File: config.mk
export PLATFORM = sky130hd
export DESIGN_NAME = wbe_ctrl
export DESIGN_NICKNAME = d
export VERILOG_FILES = /design/src/rtl/wbe_pkg.sv /design/src/rtl/wbe_ctrl.sv
export SDC_FILE = /design/constraint.sdc
export NUM_CORES = 1
export LEC_CHECK = 0
export BUFFER_PORTS_ARGS = -buffer_cell sky130_fd_sc_hd__buf_2
export CAP_MARGIN = 10
export CORE_MARGIN = 2
export CORE_UTILIZATION = 41
export CTS_CLUSTER_DIAMETER = 150
export DETAILED_ROUTE_END_ITERATION = 10
export GPL_ROUTABILITY_DRIVEN = 0
export HOLD_SLACK_MARGIN = 0.12
export PLACE_DENSITY = 0.71
export SLEW_MARGIN = 20
export SYNTH_ARGS = -nofsm -noshare
export SYNTH_HDL_FRONTEND = slang
export SYNTH_SLANG_ARGS = --single-unit
File: constraint.sdc
create_clock -name clk -period 1.5 [get_ports clk]
set_input_delay 0.3 -clock clk [delete_from_list [all_inputs] [get_ports clk]]
set_output_delay 0.3 -clock clk [all_outputs]
set_load 0.05 [all_outputs]
File: src/rtl/wbe_pkg.sv
package wbe_pkg;

    localparam int DEF_MAX_WINDOW    = 4096;
    localparam int DEF_LOG_FRAC_BITS = 16;

    localparam int WS_W      = 13;      // window_size and window_bytes width
    localparam int BYTE_W    = 8;
    localparam int NBINS     = 256;
    localparam int ENT_W     = 17;      // entropy_norm width
    localparam int ENT_SHIFT = 13;      // scale 2^13 folds the divide by 8 into 65536 = 1.0
    localparam int ENT_ONE   = 65536;
    localparam int WS_RESET  = 256;
    localparam int MANT_W    = 32;      // Q30 mantissa register, values below 2^31
    localparam int MANT_FRAC = 30;

    typedef struct packed {
        logic take_in;    // latch request, read its bin
        logic bump;       // write bin + 1, advance byte count
        logic clr_step;   // clear one bin during the sweep after reset
        logic walk_rd;    // read and clear one bin of the walk
        logic walk_next;  // advance walk address
        logic log_bin;    // start log2 of bin count
        logic log_tot;    // start log2 of window length
        logic acc_mul;    // product of bin count and its log
        logic acc_add;    // add product into sum
        logic tot_mul;    // product of window length and its log
        logic div_start;
        logic load_out;   // load result register, reset window
    } wbe_cmd_t;

    typedef struct packed {
        logic close_win;
        logic addr_last;
        logic bin_zero;
        logic log_done;
        logic div_done;
        logic out_free;
    } wbe_sts_t;

endpackage

File: src/rtl/wbe_ctrl.sv
module wbe_ctrl (
    input  logic              clk,
    input  logic              rst_n,
    input  logic              in_valid,
    output logic              in_ready,
    input  wbe_pkg::wbe_sts_t sts,
    output wbe_pkg::wbe_cmd_t cmd
);
    import wbe_pkg::*;

    localparam logic [3:0] S_CLR  = 4'd0;
    localparam logic [3:0] S_IDLE = 4'd1;
    localparam logic [3:0] S_INC  = 4'd2;
    localparam logic [3:0] S_CHK  = 4'd3;
    localparam logic [3:0] S_WRD  = 4'd4;
    localparam logic [3:0] S_WCHK = 4'd5;
    localparam logic [3:0] S_WLOG = 4'd6;
    localparam logic [3:0] S_WMUL = 4'd7;
    localparam logic [3:0] S_WADD = 4'd8;
    localparam logic [3:0] S_TOT  = 4'd9;
    localparam logic [3:0] S_TLOG = 4'd10;
    localparam logic [3:0] S_TMUL = 4'd11;
    localparam logic [3:0] S_DIVS = 4'd12;
    localparam logic [3:0] S_DIVW = 4'd13;
    localparam logic [3:0] S_OUT  = 4'd14;

    logic [3:0] state_reg, state_next;

    always_ff @(posedge clk or negedge rst_n)
    begin
        if (!rst_n)
        begin
            state_reg <= S_CLR;
        end
        else
        begin
            state_reg <= state_next;
        end
    end

    always_comb
    begin
        state_next = state_reg;
        cmd        = '0;
        in_ready   = 1'b0;
        unique case (state_reg)
            S_CLR:
            begin
                cmd.clr_step = 1'b1;
                if (sts.addr_last)
                begin
                    state_next = S_IDLE;
                end
            end
            S_IDLE:
            begin
                in_ready = 1'b1;
                if (in_valid)
                begin
                    cmd.take_in = 1'b1;
                    state_next  = S_INC;
                end
            end
            S_INC:
            begin
                cmd.bump   = 1'b1;
                state_next = S_CHK;
            end
            S_CHK:
            begin
                state_next = sts.close_win ? S_WRD : S_IDLE;
            end
            S_WRD:
            begin
                cmd.walk_rd = 1'b1;
                state_next  = S_WCHK;
            end
            S_WCHK:
            begin
                // skip empty bins
                if (sts.bin_zero)
                begin
                    cmd.walk_next = 1'b1;
                    state_next    = sts.addr_last ? S_TOT : S_WRD;
                end
                else
                begin
                    cmd.log_bin = 1'b1;
                    state_next  = S_WLOG;
                end
            end
            S_WLOG:
            begin
                if (sts.log_done)
                begin
                    state_next = S_WMUL;
                end
            end
            S_WMUL:
            begin
                cmd.acc_mul = 1'b1;
                state_next  = S_WADD;
            end
            S_WADD:
            begin
                cmd.acc_add   = 1'b1;
                cmd.walk_next = 1'b1;
                state_next    = sts.addr_last ? S_TOT : S_WRD;
            end
            S_TOT:
            begin
                cmd.log_tot = 1'b1;
                state_next  = S_TLOG;
            end
            S_TLOG:
            begin
                if (sts.log_done)
                begin
                    state_next = S_TMUL;
                end
            end
            S_TMUL:
            begin
                cmd.tot_mul = 1'b1;
                state_next  = S_DIVS;
            end
            S_DIVS:
            begin
                cmd.div_start = 1'b1;
                state_next    = S_DIVW;
            end
            S_DIVW:
            begin
                if (sts.div_done)
                begin
                    state_next = S_OUT;
                end
            end
            S_OUT:
            begin
                // hold until the result register is free
                if (sts.out_free)
                begin
                    cmd.load_out = 1'b1;
                    state_next   = S_IDLE;
                end
            end
            default:
            begin
                state_next = S_IDLE;
            end
        endcase
    end

`ifndef SYNTH
    a_load_free: assert property (@(posedge clk) disable iff (!rst_n)
        cmd.load_out |-> sts.out_free)
        else $error("result loaded over a waiting result");
    a_inc_after_take: assert property (@(posedge clk) disable iff (!rst_n)
        cmd.take_in |=> cmd.bump)
        else $error("bin increment did not follow request");
`endif

endmodule
==> results_dict.tcl, run 1 <==
set metrics [dict create \
    run_status "aborted with a tool error" \
    failing_step "global routing (5_1_grt)" \
    toolErrorMsg "[ERROR DPL-0033] detailed placement checks failed during check placement." \
    place_inst 117 \
    io_pins 22 \
    cts-buffers-inserted 3 \
    cts_max_level 1 \
    clock-sinks 4 \
    asyncSetResetFlopFracSynth_pct 100.0 \
    number_of_antenna_violations_at_the_first_check_in_global_routing 0 \
    worst-ep-kind "top-level output" \
    post-dp-hpwl_um 1356 \
    synth_warnings 0 \
    post_synthesis_cell_type_count 33 \
    core.rowCount 13 \
    cts.root.buffer_cell "sky130_fd_sc_hd__clkbuf_4" \
    die_height_um 40.31 \
    grt_repair_worst_endpoint "cmd[7]" \
    seq_area_frac_synth_pct 18.52 \
    place.port_buffers 21 \
    syn-cell-area_sq_um 540.5 \
    floorplan.die.width_um 40.31 \
    yosys_register_bits 4 \
    maximum_number_of_pins_on_one_net_before_global_route_repair 9 \
    syn_inst 66 \
    synthFlopType "sky130_fd_sc_hd__dfrtp_1" \
    count_of_flip_flops_with_a_built_in_enable_after_synthesis 0 \
    synth.avg_cell_area_sq_um 8.190 \
    clk_path_buf_depth 2 \
    pre_cts_slack_ps -98.21 \
    synth.net_count 75 \
    dpl-instance-area_sq_um 905.9 \
    start_util_pct 42.60 \
]
-- cells by family after synthesis --
group	share of synthesized area [%]
simple gates	38.43
compound gates	26.62
buf+inv	11.57
flops	18.52
mux	4.860
-- cells in the mapped netlist, types with 2 or more instances --
cell type / number / share of area, %
sky130_fd_sc_hd__nor4_1: 2 / 2.3
sky130_fd_sc_hd__nor3_1: 7 / 6.5
sky130_fd_sc_hd__dfrtp_1: 4 / 19
sky130_fd_sc_hd__nor2_1: 6 / 4.2
sky130_fd_sc_hd__nand2b_1: 4 / 4.6
sky130_fd_sc_hd__clkbuf_1: 2 / 1.4
sky130_fd_sc_hd__o21bai_1: 2 / 2.8
sky130_fd_sc_hd__nand3_1: 2 / 1.9
sky130_fd_sc_hd__a21oi_1: 3 / 2.8
sky130_fd_sc_hd__nand2_1: 7 / 4.9
sky130_fd_sc_hd__buf_2: 2 / 1.9
sky130_fd_sc_hd__buf_6: 4 / 8.3
-- repair_timing --
action                     CTS
setup endpoints to repair   17
setup buffers                9
hold endpoints to repair     4
hold buffers                 1
cloned                       0
resized for setup           36
pin swaps                    7
-- metrics by stage --
step	setup TNS, ps	util (%)
2_1_floorplan	-726.2	-
3_3_place_gp	-89.20	71.40
3_5_place_dp	-315.4	71.40
4_1_cts	-1632	89.65
==> inputs of run 2 (changes only) <==
--- a/config.mk
+++ b/config.mk
@@ -7,13 +7,11 @@
 export LEC_CHECK = 0
 export BUFFER_PORTS_ARGS = -buffer_cell sky130_fd_sc_hd__buf_2
 export CAP_MARGIN = 10
-export CORE_MARGIN = 2
-export CORE_UTILIZATION = 41
-export CTS_CLUSTER_DIAMETER = 150
+export CORE_AREA = 2 2 63 65
 export DETAILED_ROUTE_END_ITERATION = 10
+export DIE_AREA = 0 0 65 67
 export GPL_ROUTABILITY_DRIVEN = 0
-export HOLD_SLACK_MARGIN = 0.12
-export PLACE_DENSITY = 0.71
+export PLACE_DENSITY_LB_ADDON = 0.15
 export SLEW_MARGIN = 20
 export SYNTH_ARGS = -nofsm -noshare
 export SYNTH_HDL_FRONTEND = slang
==> constraint.sdc (replaced) <==
create_clock -name clk -period 2 [get_ports clk]
set_input_delay 0.4 -clock clk [delete_from_list [all_inputs] [get_ports clk]]
set_output_delay 0.4 -clock clk [all_outputs]
set_load 0.05 [all_outputs]
==> run 2 against run 1 <==
- the flow now finishes without violations
- synthesized area unchanged
- synthesized cell count did not move
==> results_dict.tcl, run 2 <==
set metrics [dict create \
    dr_total_vias 568 \
    worst_setup_skew_after_layout_ps 0.4476 \
    critPathKind "reg2out" \
    synth_top_cell_by_area "sky130_fd_sc_hd__dfrtp_1" \
    tns_ps 0 \
    worst_skew_pair.late_latency_ps 210 \
    setup.worst_path.start_class "register" \
    clock-sinks 4 \
    measured_slew_at_the_worst_slew_check_pin_ps 299.7 \
    finalCoreUtilization_pct 21.48 \
    synth.top_cells.by_area "sky130_fd_sc_hd__dfrtp_1 19%, sky130_fd_sc_hd__buf_6 8.3%, sky130_fd_sc_hd__nor3_1 6.5%" \
    grt.total_usage_pct 7.268 \
    post_route_cells_drive_above_1_share_pct 51.69 \
    finalHoldViolations 0 \
    seq_area_frac_synth_pct 18.52 \
    floorplan.die.width_um 65 \
    layout_worst_path_cycle_share_pct 92.91 \
    postCtsSetupBuffers 0 \
    max_freq_ghz 0.5381 \
    grt_first_pass_wirelength_um 2318 \
    dpl-instance-area_sq_um 720.7 \
    tritoncts "built" \
    totalWireLength_um 1538 \
    post-route-min-period_ps 1858 \
    timing.reg2reg.setup_slack_ps 400 \
    clk_transition_reported_paths_ps 30 \
    area.growth.synth_to_final_pct 43.29 \
    power.leakage_nw 0.3447 \
    drc 0 \
    crit_arrival_ps 1460 \
    synth.top_cell.area_share_pct 18.52 \
    pre_cts_slack_ps 286.3 \
    core.rowCount 22 \
    via_count_of_the_first_global_routing_pass 498 \
    critical_path_end_type "output port" \
    maximum_number_of_pins_on_one_net_before_global_route_repair 19 \
    place.port_buffers 21 \
    yosys_register_bits 4 \
    drt.antenna.violating_nets 0 \
    first_iter_violations 18 \
    post-dp-hpwl_um 1157 \
    synth_warnings 0 \
    io_pins 22 \
    crit_fanout 9 \
    synth_top_cells_by_count "7 x sky130_fd_sc_hd__nand2_1, 7 x sky130_fd_sc_hd__nor3_1, 6 x sky130_fd_sc_hd__nor2_1" \
    count_of_flip_flops_with_a_built_in_enable_after_synthesis 0 \
    mostFrequentLayoutCells "21 x sky130_fd_sc_hd__buf_2, 7 x sky130_fd_sc_hd__nand2_1, 6 x sky130_fd_sc_hd__nor2_1, 6 x sky130_fd_sc_hd__buf_4, 4 x sky130_fd_sc_hd__nand2b_1" \
    ir_worst_vdd_v 0.0003396 \
    drt_first_pass_iters 3 \
    nNetsFinal 100 \
    grt_setup_unrepaired "false" \
    start_util_pct 14.99 \
    fillerInstances 408 \
    clk_path_buf_depth 2 \
    die_height_um 67 \
    largest_register_ff_count 4 \
    setup_viol_count_final 0 \
    worst_slack_ps 141.7 \
    maxCapViolCount 0 \
    post_synthesis_cell_type_count 33 \
    crit_required_ps 1600 \
    relSlewSlack_pct 79.98 \
    grt-ovfl-total 0 \
    asyncSetResetFlopFracSynth_pct 100.0 \
    power_density_nw_per_um2 1878 \
    cts_max_level 1 \
    via_per_inst 4.146 \
    timing_max_transition_violations_final 0 \
    syn-cell-area_sq_um 540.5 \
    min-delay-path-class "in2async" \
    synth.avg_cell_area_sq_um 8.190 \
    cts.root.buffer_cell "sky130_fd_sc_hd__clkbuf_8" \
    layout.cell_area.non_filler_sq_um 774.5 \
    number_of_antenna_violations_at_the_first_check_in_global_routing 0 \
    cts-buffers-inserted 3 \
    synth.net_count 75 \
    run_status "finished, final reports clean" \
    wl_per_cell_um 11.23 \
    commonest_non_fill_non_tap_cell_in_the_layout "sky130_fd_sc_hd__buf_2" \
    core_region_area_sq_um 3606 \
    num_antenna_cells 0 \
    syn_inst 66 \
    report.power.total_mw 1.454 \
    die_area_sq_um 4355 \
    synthFlopType "sky130_fd_sc_hd__dfrtp_1" \
]
==> run 2: cell counts after synthesis <==
Identical to the previous run, type by type.
==> run 2: worst max-delay path: stages (launching register included) <==
cell                       delay, ps
sky130_fd_sc_hd__dfrtp_2         480
sky130_fd_sc_hd__nand2b_1        220
sky130_fd_sc_hd__o22a_1          210
sky130_fd_sc_hd__nor2_1           70
sky130_fd_sc_hd__buf_2           260
==> run 2: through the flow <==
step                hold WS [ps]  instances
floorplan                  104.4         66
global placement           210.7        133
detailed placement         209.0        133
CTS                        516.9        137
global route               530.7        137
finish                     520.2        137
==> run 2: timing repair <==
action	in CTS	in global routing
endpoints found under the setup margin	0	1
resized for setup	0	2
hold buffers	1	0
hold endpoints to repair	4	0
==> run 2: logic make-up after synthesis <==
logic type | Yosys count | synth area share [%]
buffers and inverters | 8 | 11.57
muxes | 2 | 4.860
DFF | 4 | 18.52
AOI/OAI and AO/OA | 16 | 26.62
and+or+nand+nor | 36 | 38.43
==> run 2: path summary, 6_finish.rpt <==
path                                end  cells past startpoint         start
max reg2reg                state_reg[2]                      4  state_reg[3]
max                              cmd[7]                      4  state_reg[2]
max in group asynchronous  state_reg[3]                      2         rst_n
min in group clk           state_reg[0]                      3        sts[4]
min reg2reg                state_reg[3]                      2  state_reg[3]
min                        state_reg[1]                      2         rst_n
==> run 2: area by class of cell <==
class	instances	area, sq um	area share (%)
tap	48	60.06	7.754
timing repair buffer	28	160.2	20.68
clock buffer	3	41.29	5.331
multi-input combinational	54	410.4	52.99
sequential	4	102.6	13.25
==> run 2: layer usage <==
| layer | global-route usage [%] | share of wire (%) |
|---|---|---|
| met1 | 8.678 | 46 |
| met2 | 11.47 | 50 |
| met3 | 1.858 | 3.3 |
| met4 | 4.787 | 0 |
| met5 | 0 | 0 |
==> run 2: where the power goes <==
part	switching [mW]	leakage (nW)	internal [mW]	total, mW
Combinational	0.674	0.278	0.399	1.07
Sequential	0.0834	0.0450	0.131	0.214
Clock	0.0384	0.0216	0.128	0.166
Total	0.796	0.345	0.658	1.45
Note: power is estimated with default switching activity, not from simulation.
==> inputs of run 3 (changes only) <==
--- a/config.mk
+++ b/config.mk
@@ -5,7 +5,7 @@
 export SDC_FILE = /design/constraint.sdc
 export NUM_CORES = 1
 export LEC_CHECK = 0
-export BUFFER_PORTS_ARGS = -buffer_cell sky130_fd_sc_hd__buf_2
+export BUFFER_PORTS_ARGS = -buffer_cell sky130_fd_sc_hd__buf_4
 export CAP_MARGIN = 10
 export CORE_AREA = 2 2 63 65
 export DETAILED_ROUTE_END_ITERATION = 10
==> constraint.sdc (replaced) <==
create_clock -name clk -period 2 [get_ports clk]
set_input_delay 0.5 -clock clk [delete_from_list [all_inputs] [get_ports clk]]
set_output_delay 0.5 -clock clk [all_outputs]
set_load 0.05 [all_outputs]
==> run 3 against run 2 <==
- non-clock buffer count fell by 1
- fmax fell by 2.1%
- clock power barely moved
- combinational power rose by 5%
- worst hold slack got worse by 440 ps
- clock skew barely moved
==> results_dict.tcl, run 3 (synthesis results as in run 2) <==
set metrics [dict create \
    path_delay_family "flip-flops" \
    endpoint "cmd[7]" \
    globalRoute.busiestLayer "met2" \
    worst_setup_skew_after_layout_ps 0.7165 \
    power.leakage_nw 0.3473 \
    setup_viol_count_final 0 \
    die_height_um 67 \
    clk_path_buf_depth 2 \
    grt-ovfl-total 0 \
    run_status "finished, final reports clean" \
    post-dp-hpwl_um 1201 \
    setup.worst_path.start_class "register" \
    dr_total_vias 554 \
    timing.reg2reg.setup_slack_ps 310 \
    total_switching_power_mw 0.7941 \
    io_pins 22 \
    critical_path_end_type "output port" \
    num_antenna_cells 0 \
    maxCapViolCount 0 \
    timing_max_transition_violations_final 0 \
    cts-buffers-inserted 3 \
    totalWireLength_um 1493 \
    grt.total_usage_pct 7.303 \
    floorplan.die.width_um 65 \
    seqCellArea_sq_um 102.6 \
    nNetsFinal 99 \
    clock-sinks 4 \
    grt.met1_usage_pct 8.678 \
    measured_slew_at_the_worst_slew_check_pin_ps 295.6 \
    power.switching_fraction_pct 53.15 \
    crit_path_cell_trace "nand2b_1, o22a_1, nor2_1, buf_4" \
    core.rowCount 22 \
    cp_num_buf_inv 1 \
    relSlewSlack_pct 80.30 \
    fillerInstances 402 \
    clk_transition_reported_paths_ps 30 \
    grt_first_pass_wirelength_um 2359 \
    start_util_pct 14.99 \
    share_seq_of_total_power_pct 14.1 \
    drt.antenna.violating_nets 0 \
    number_of_antenna_violations_at_the_first_check_in_global_routing 0 \
    min-delay-path-class "in2async" \
    maximum_number_of_pins_on_one_net_before_global_route_repair 19 \
    critPathMaxStageDelay_ps 470 \
    groute.layer.met2.usage_pct 11.60 \
    use_met3_pct 1.858 \
    multi_input_area_sq_um 410.4 \
    crit_required_ps 1500 \
    wl_per_cell_um 10.98 \
    max_freq_ghz 0.5270 \
    r2r_start "state_reg[2]" \
    postCtsSetupBuffers 0 \
    ir_worst_vdd_v 0.0003724 \
    power_density_nw_per_um2 1829 \
    crit_fanout 8 \
    grt_setup_unrepaired "false" \
    core_region_area_sq_um 3606 \
    via_count_of_the_first_global_routing_pass 517 \
    first_iter_violations 21 \
    crit_path_start "state_reg[2]" \
    rr_worst_depth 5 \
    finalCoreUtilization_pct 22.66 \
    critPathKind "reg2out" \
    area.growth.synth_to_final_pct 51.16 \
    clock_group_share_of_total_power_pct 11.0 \
    largest_register_ff_count 4 \
    die_area_sq_um 4355 \
    post-route-min-period_ps 1897 \
    dpl-instance-area_sq_um 773.2 \
    cpMaxStageDelayCell "sky130_fd_sc_hd__dfrtp_2" \
    power_frac_comb_pct 74.9 \
    drc 0 \
    cts_max_level 1 \
    cts.root.buffer_cell "sky130_fd_sc_hd__clkbuf_8" \
    tritoncts "built" \
    crit-reg2reg-capture "state_reg[2]" \
    layout.cell_area.non_filler_sq_um 817.0 \
    cellInternalPower_mw 0.7001 \
    place.port_buffers 21 \
    drt_first_pass_iters 4 \
    worst_skew_pair.late_latency_ps 210 \
    commonest_non_fill_non_tap_cell_in_the_layout "sky130_fd_sc_hd__buf_4" \
    mostFrequentLayoutCells "27 x sky130_fd_sc_hd__buf_4, 7 x sky130_fd_sc_hd__nand2_1, 6 x sky130_fd_sc_hd__nor2_1, 4 x sky130_fd_sc_hd__nand2b_1" \
    via_per_inst 4.074 \
    crit_arrival_ps 1400 \
    post_route_cells_drive_above_1_share_pct 52.27 \
    layout_worst_path_cycle_share_pct 94.87 \
    finalHoldViolations 0 \
    cp.depth 4 \
]
==> run 3: changes by cell type in the layout (fill, tap and decap cells not counted), sizes merged <==
cell         previous run  this run
dlygate4sd3             1         0
==> run 3: worst min-delay path by stage <==
stage / endpoint / slack (ps) / cells past startpoint
2_1_floorplan: state_reg[0] / 200 / 0
3_3_place_gp: state_reg[1] / 300 / 1
3_5_place_dp: state_reg[1] / 300 / 1
4_1_cts: state_reg[1] / 70 / 1
5_1_grt: state_reg[1] / 70 / 1
6_report: state_reg[0] / 80 / 1
==> run 3: final cells by class <==
cell class | instances | area share, %
clock buffer | 3 | 5.054
multi-input combinational | 54 | 50.23
sequential | 4 | 12.56
tap | 48 | 7.351
timing repair buffer | 27 | 24.81
==> run 3: routing by layer <==
| metal | part of all wire, % | vias up |
|---|---|---|
| li1 | - | 287 |
| met1 | 46 | 258 |
| met2 | 52 | 9 |
| met3 | 2.7 | 0 |
| met4 | 0 | 0 |
| met5 | 0 | - |
==> run 3: metrics by stage <==
stage               std cells  setup WS [ps]  hold WS (ps)  power, mW  setup TNS [ps]
CTS                       136          10.54         74.24      1.508               0
global placement          133          206.6         299.9      1.351               0
detailed placement        133          226.8         299.5      1.337               0
finish                    136          102.6         76.21      1.494               0
global route              136          35.92         65.20      1.600               0
floorplan                  66         -298.0         204.4      1.113           -1149
==> run 3: power by group through the flow <==
stage	clock, mW	sequential, mW	combinational (mW)
4_1_cts	0.169	0.209	1.13
3_3_place_gp	0	0.207	1.14
2_1_floorplan	0	0.146	0.967
3_5_place_dp	0	0.208	1.13
6_report	0.165	0.210	1.12
5_1_grt	0.182	0.220	1.20
==> run 3: what timing repair did <==
item                       in CTS  in global routing
gates resized for setup         0                  2
setup endpoints to repair       0                  2
hold buffers                    0                  0
==> run 3: worst reg2reg max path, stage by stage, from the launching register on <==
cell and delay [ps]:
sky130_fd_sc_hd__dfrtp_2 470, sky130_fd_sc_hd__buf_4 190, sky130_fd_sc_hd__and3b_1 160, sky130_fd_sc_hd__o21bai_1 250
sky130_fd_sc_hd__nor2b_2 210, sky130_fd_sc_hd__mux2_4 300
==> inputs of run 4 (changes only) <==
--- a/config.mk
+++ b/config.mk
@@ -10,8 +10,8 @@
 export CORE_AREA = 2 2 63 65
 export DETAILED_ROUTE_END_ITERATION = 10
 export DIE_AREA = 0 0 65 67
-export GPL_ROUTABILITY_DRIVEN = 0
 export PLACE_DENSITY_LB_ADDON = 0.15
+export RECOVER_POWER = 25
 export SLEW_MARGIN = 20
 export SYNTH_ARGS = -nofsm -noshare
 export SYNTH_HDL_FRONTEND = slang
==> run 4 against run 3 <==
- largest power group unchanged
- register-to-register slack hardly changed
- fmax stayed put
- critical path type unchanged
- sequential power hardly changed
- largest cell class unchanged
- die area stayed put
==> results_dict.tcl, run 4 (synthesis results as in run 2) <==
set metrics [dict create \
    run_status "finished, final reports clean" \
    crit_path_cell_trace "nand2b_1, o22a_1, nor2_1, buf_4" \
    share_seq_of_total_power_pct 14.1 \
    tns_ps 0 \
    floorplan.die.width_um 65 \
    r2r_start "state_reg[2]" \
    die_area_sq_um 4355 \
    post_route_cells_drive_above_1_share_pct 51.14 \
    io_pins 22 \
    nNetsFinal 99 \
    core.rowCount 22 \
    report.power.total_mw 1.493 \
    cts_max_level 1 \
    worst_setup_skew_after_layout_ps 0.7165 \
    grt.total_usage_pct 7.303 \
    worst_skew_pair.late_latency_ps 210 \
    core_region_area_sq_um 3606 \
    crit_fanout 8 \
    area.growth.synth_to_final_pct 50.46 \
    power.switching_fraction_pct 53.18 \
    critPathMaxStageDelay_ps 470 \
    crit_arrival_ps 1400 \
    pre_cts_slack_ps 226.8 \
    hold_slack_ps 108.9 \
    cts-buffers-inserted 3 \
    cellInternalPower_mw 0.6992 \
    start_util_pct 14.99 \
    drt_first_pass_iters 4 \
    finalHoldViolations 0 \
    routed-wl-met3_um 40 \
    cpMaxStageDelayCell "sky130_fd_sc_hd__dfrtp_2" \
    via_count_of_the_first_global_routing_pass 517 \
    final_cells 136 \
    power_density_nw_per_um2 1836 \
    ir_worst_vdd_v 0.0003724 \
    maximum_number_of_pins_on_one_net_before_global_route_repair 19 \
    total_switching_power_mw 0.7941 \
    globalplace.congestion 0.6926 \
    fillerInstances 404 \
    wl_per_cell_um 10.98 \
    first_iter_violations 21 \
    num_antenna_cells 0 \
    grt_setup_unrepaired "false" \
    relSlewSlack_pct 80.30 \
    post-route-min-period_ps 1897 \
    crit_required_ps 1500 \
    maxCapViolCount 0 \
    crit-reg2reg-capture "state_reg[2]" \
    commonest_non_fill_non_tap_cell_in_the_layout "sky130_fd_sc_hd__buf_4" \
    largest_register_ff_count 4 \
    rr_worst_depth 5 \
    setup.worst_path.start_class "register" \
    critPathKind "reg2out" \
    post_cts_hold_buffer_count 0 \
    drt-met1-wl_um 683 \
    cts.root.buffer_cell "sky130_fd_sc_hd__clkbuf_8" \
    mostFrequentLayoutCells "26 x sky130_fd_sc_hd__buf_4, 7 x sky130_fd_sc_hd__nand2_1, 6 x sky130_fd_sc_hd__nor2_1, 4 x sky130_fd_sc_hd__nand2b_1" \
    clk_transition_reported_paths_ps 30 \
    totalWireLength_um 1493 \
    number_of_antenna_violations_at_the_first_check_in_global_routing 0 \
    via_per_inst 4.074 \
    post-dp-hpwl_um 1201 \
    dpl-instance-area_sq_um 773.2 \
    timing.reg2reg.setup_slack_ps 310 \
    measured_slew_at_the_worst_slew_check_pin_ps 295.6 \
    power_frac_comb_pct 74.9 \
    finalCoreUtilization_pct 22.55 \
    grt-ovfl-total 0 \
    critical_path_end_type "output port" \
    tritoncts "built" \
    max_layer_used "met3" \
    grt_first_pass_wirelength_um 2359 \
    drt.antenna.violating_nets 0 \
    layout.cell_area.non_filler_sq_um 813.3 \
    timing_max_transition_violations_final 0 \
    dr_total_vias 554 \
    drc 0 \
    min-delay-path-class "in2async" \
    clock_group_share_of_total_power_pct 11.0 \
    route.met2.wl_um 768 \
    place.port_buffers 21 \
    power.leakage_nw 0.3437 \
    place_inst 133 \
    setup_viol_count_final 0 \
    clk_path_buf_depth 2 \
    worst_slack_ps 102.6 \
    layout_worst_path_cycle_share_pct 94.87 \
    clock-sinks 4 \
    die_height_um 67 \
    max_freq_ghz 0.5270 \
]
run 4: cell types whose count changed in the layout (fill, tap and decap cells not counted), sizes merged:
cell	before	now
clkbuf	3	4
buf	27	26
run 4: power groups by stage:
stage / clock (mW) / sequential, mW / combinational (mW)
final: 0.165 / 0.210 / 1.12
after global routing: 0.182 / 0.220 / 1.20
after CTS: 0.169 / 0.209 / 1.13
after detailed placement: 0 / 0.208 / 1.13
after global placement: 0 / 0.207 / 1.14
after floorplan: 0 / 0.146 / 0.967
run 4: repair_timing:
item,CTS,global route
endpoints found under the setup margin,0,2
resized for setup,0,2
setup buffers,0,0
run 4: worst max-delay path by stage:
stage                     cells past startpoint          from  slack, ps      endpoint
final                                         4  state_reg[2]        100        cmd[7]
after global routing                          4  state_reg[2]         40        cmd[7]
after global placement                        5  state_reg[2]        210  state_reg[2]
after detailed placement                      5  state_reg[2]        230  state_reg[2]
after floorplan                               3  state_reg[1]       -300        cmd[3]
after CTS                                     4  state_reg[2]         10        cmd[7]
run 4: area by class of cell:
class / count / area [sq um] / share of cell area, %
clock buffer: 3 / 41.29 / 5.077
tap: 48 / 60.06 / 7.385
sequential: 4 / 102.6 / 12.62
timing repair buffer: 27 / 198.9 / 24.46
multi-input combinational: 54 / 410.4 / 50.46
run 4: routing by layer:
| metal | GRT usage (%) | up-vias |
|---|---|---|
| li1 | - | 287 |
| met5 | 0 | - |
| met2 | 11.60 | 9 |
| met3 | 1.858 | 0 |
| met1 | 8.678 | 258 |
| met4 | 4.787 | 0 |
run 4: worst max-delay path, delay by kind of cell (launching register included):
kind	cells	cell delay (ps)
flops	1	470
simple gates	2	290
compound gates	1	210
buf+inv	1	200
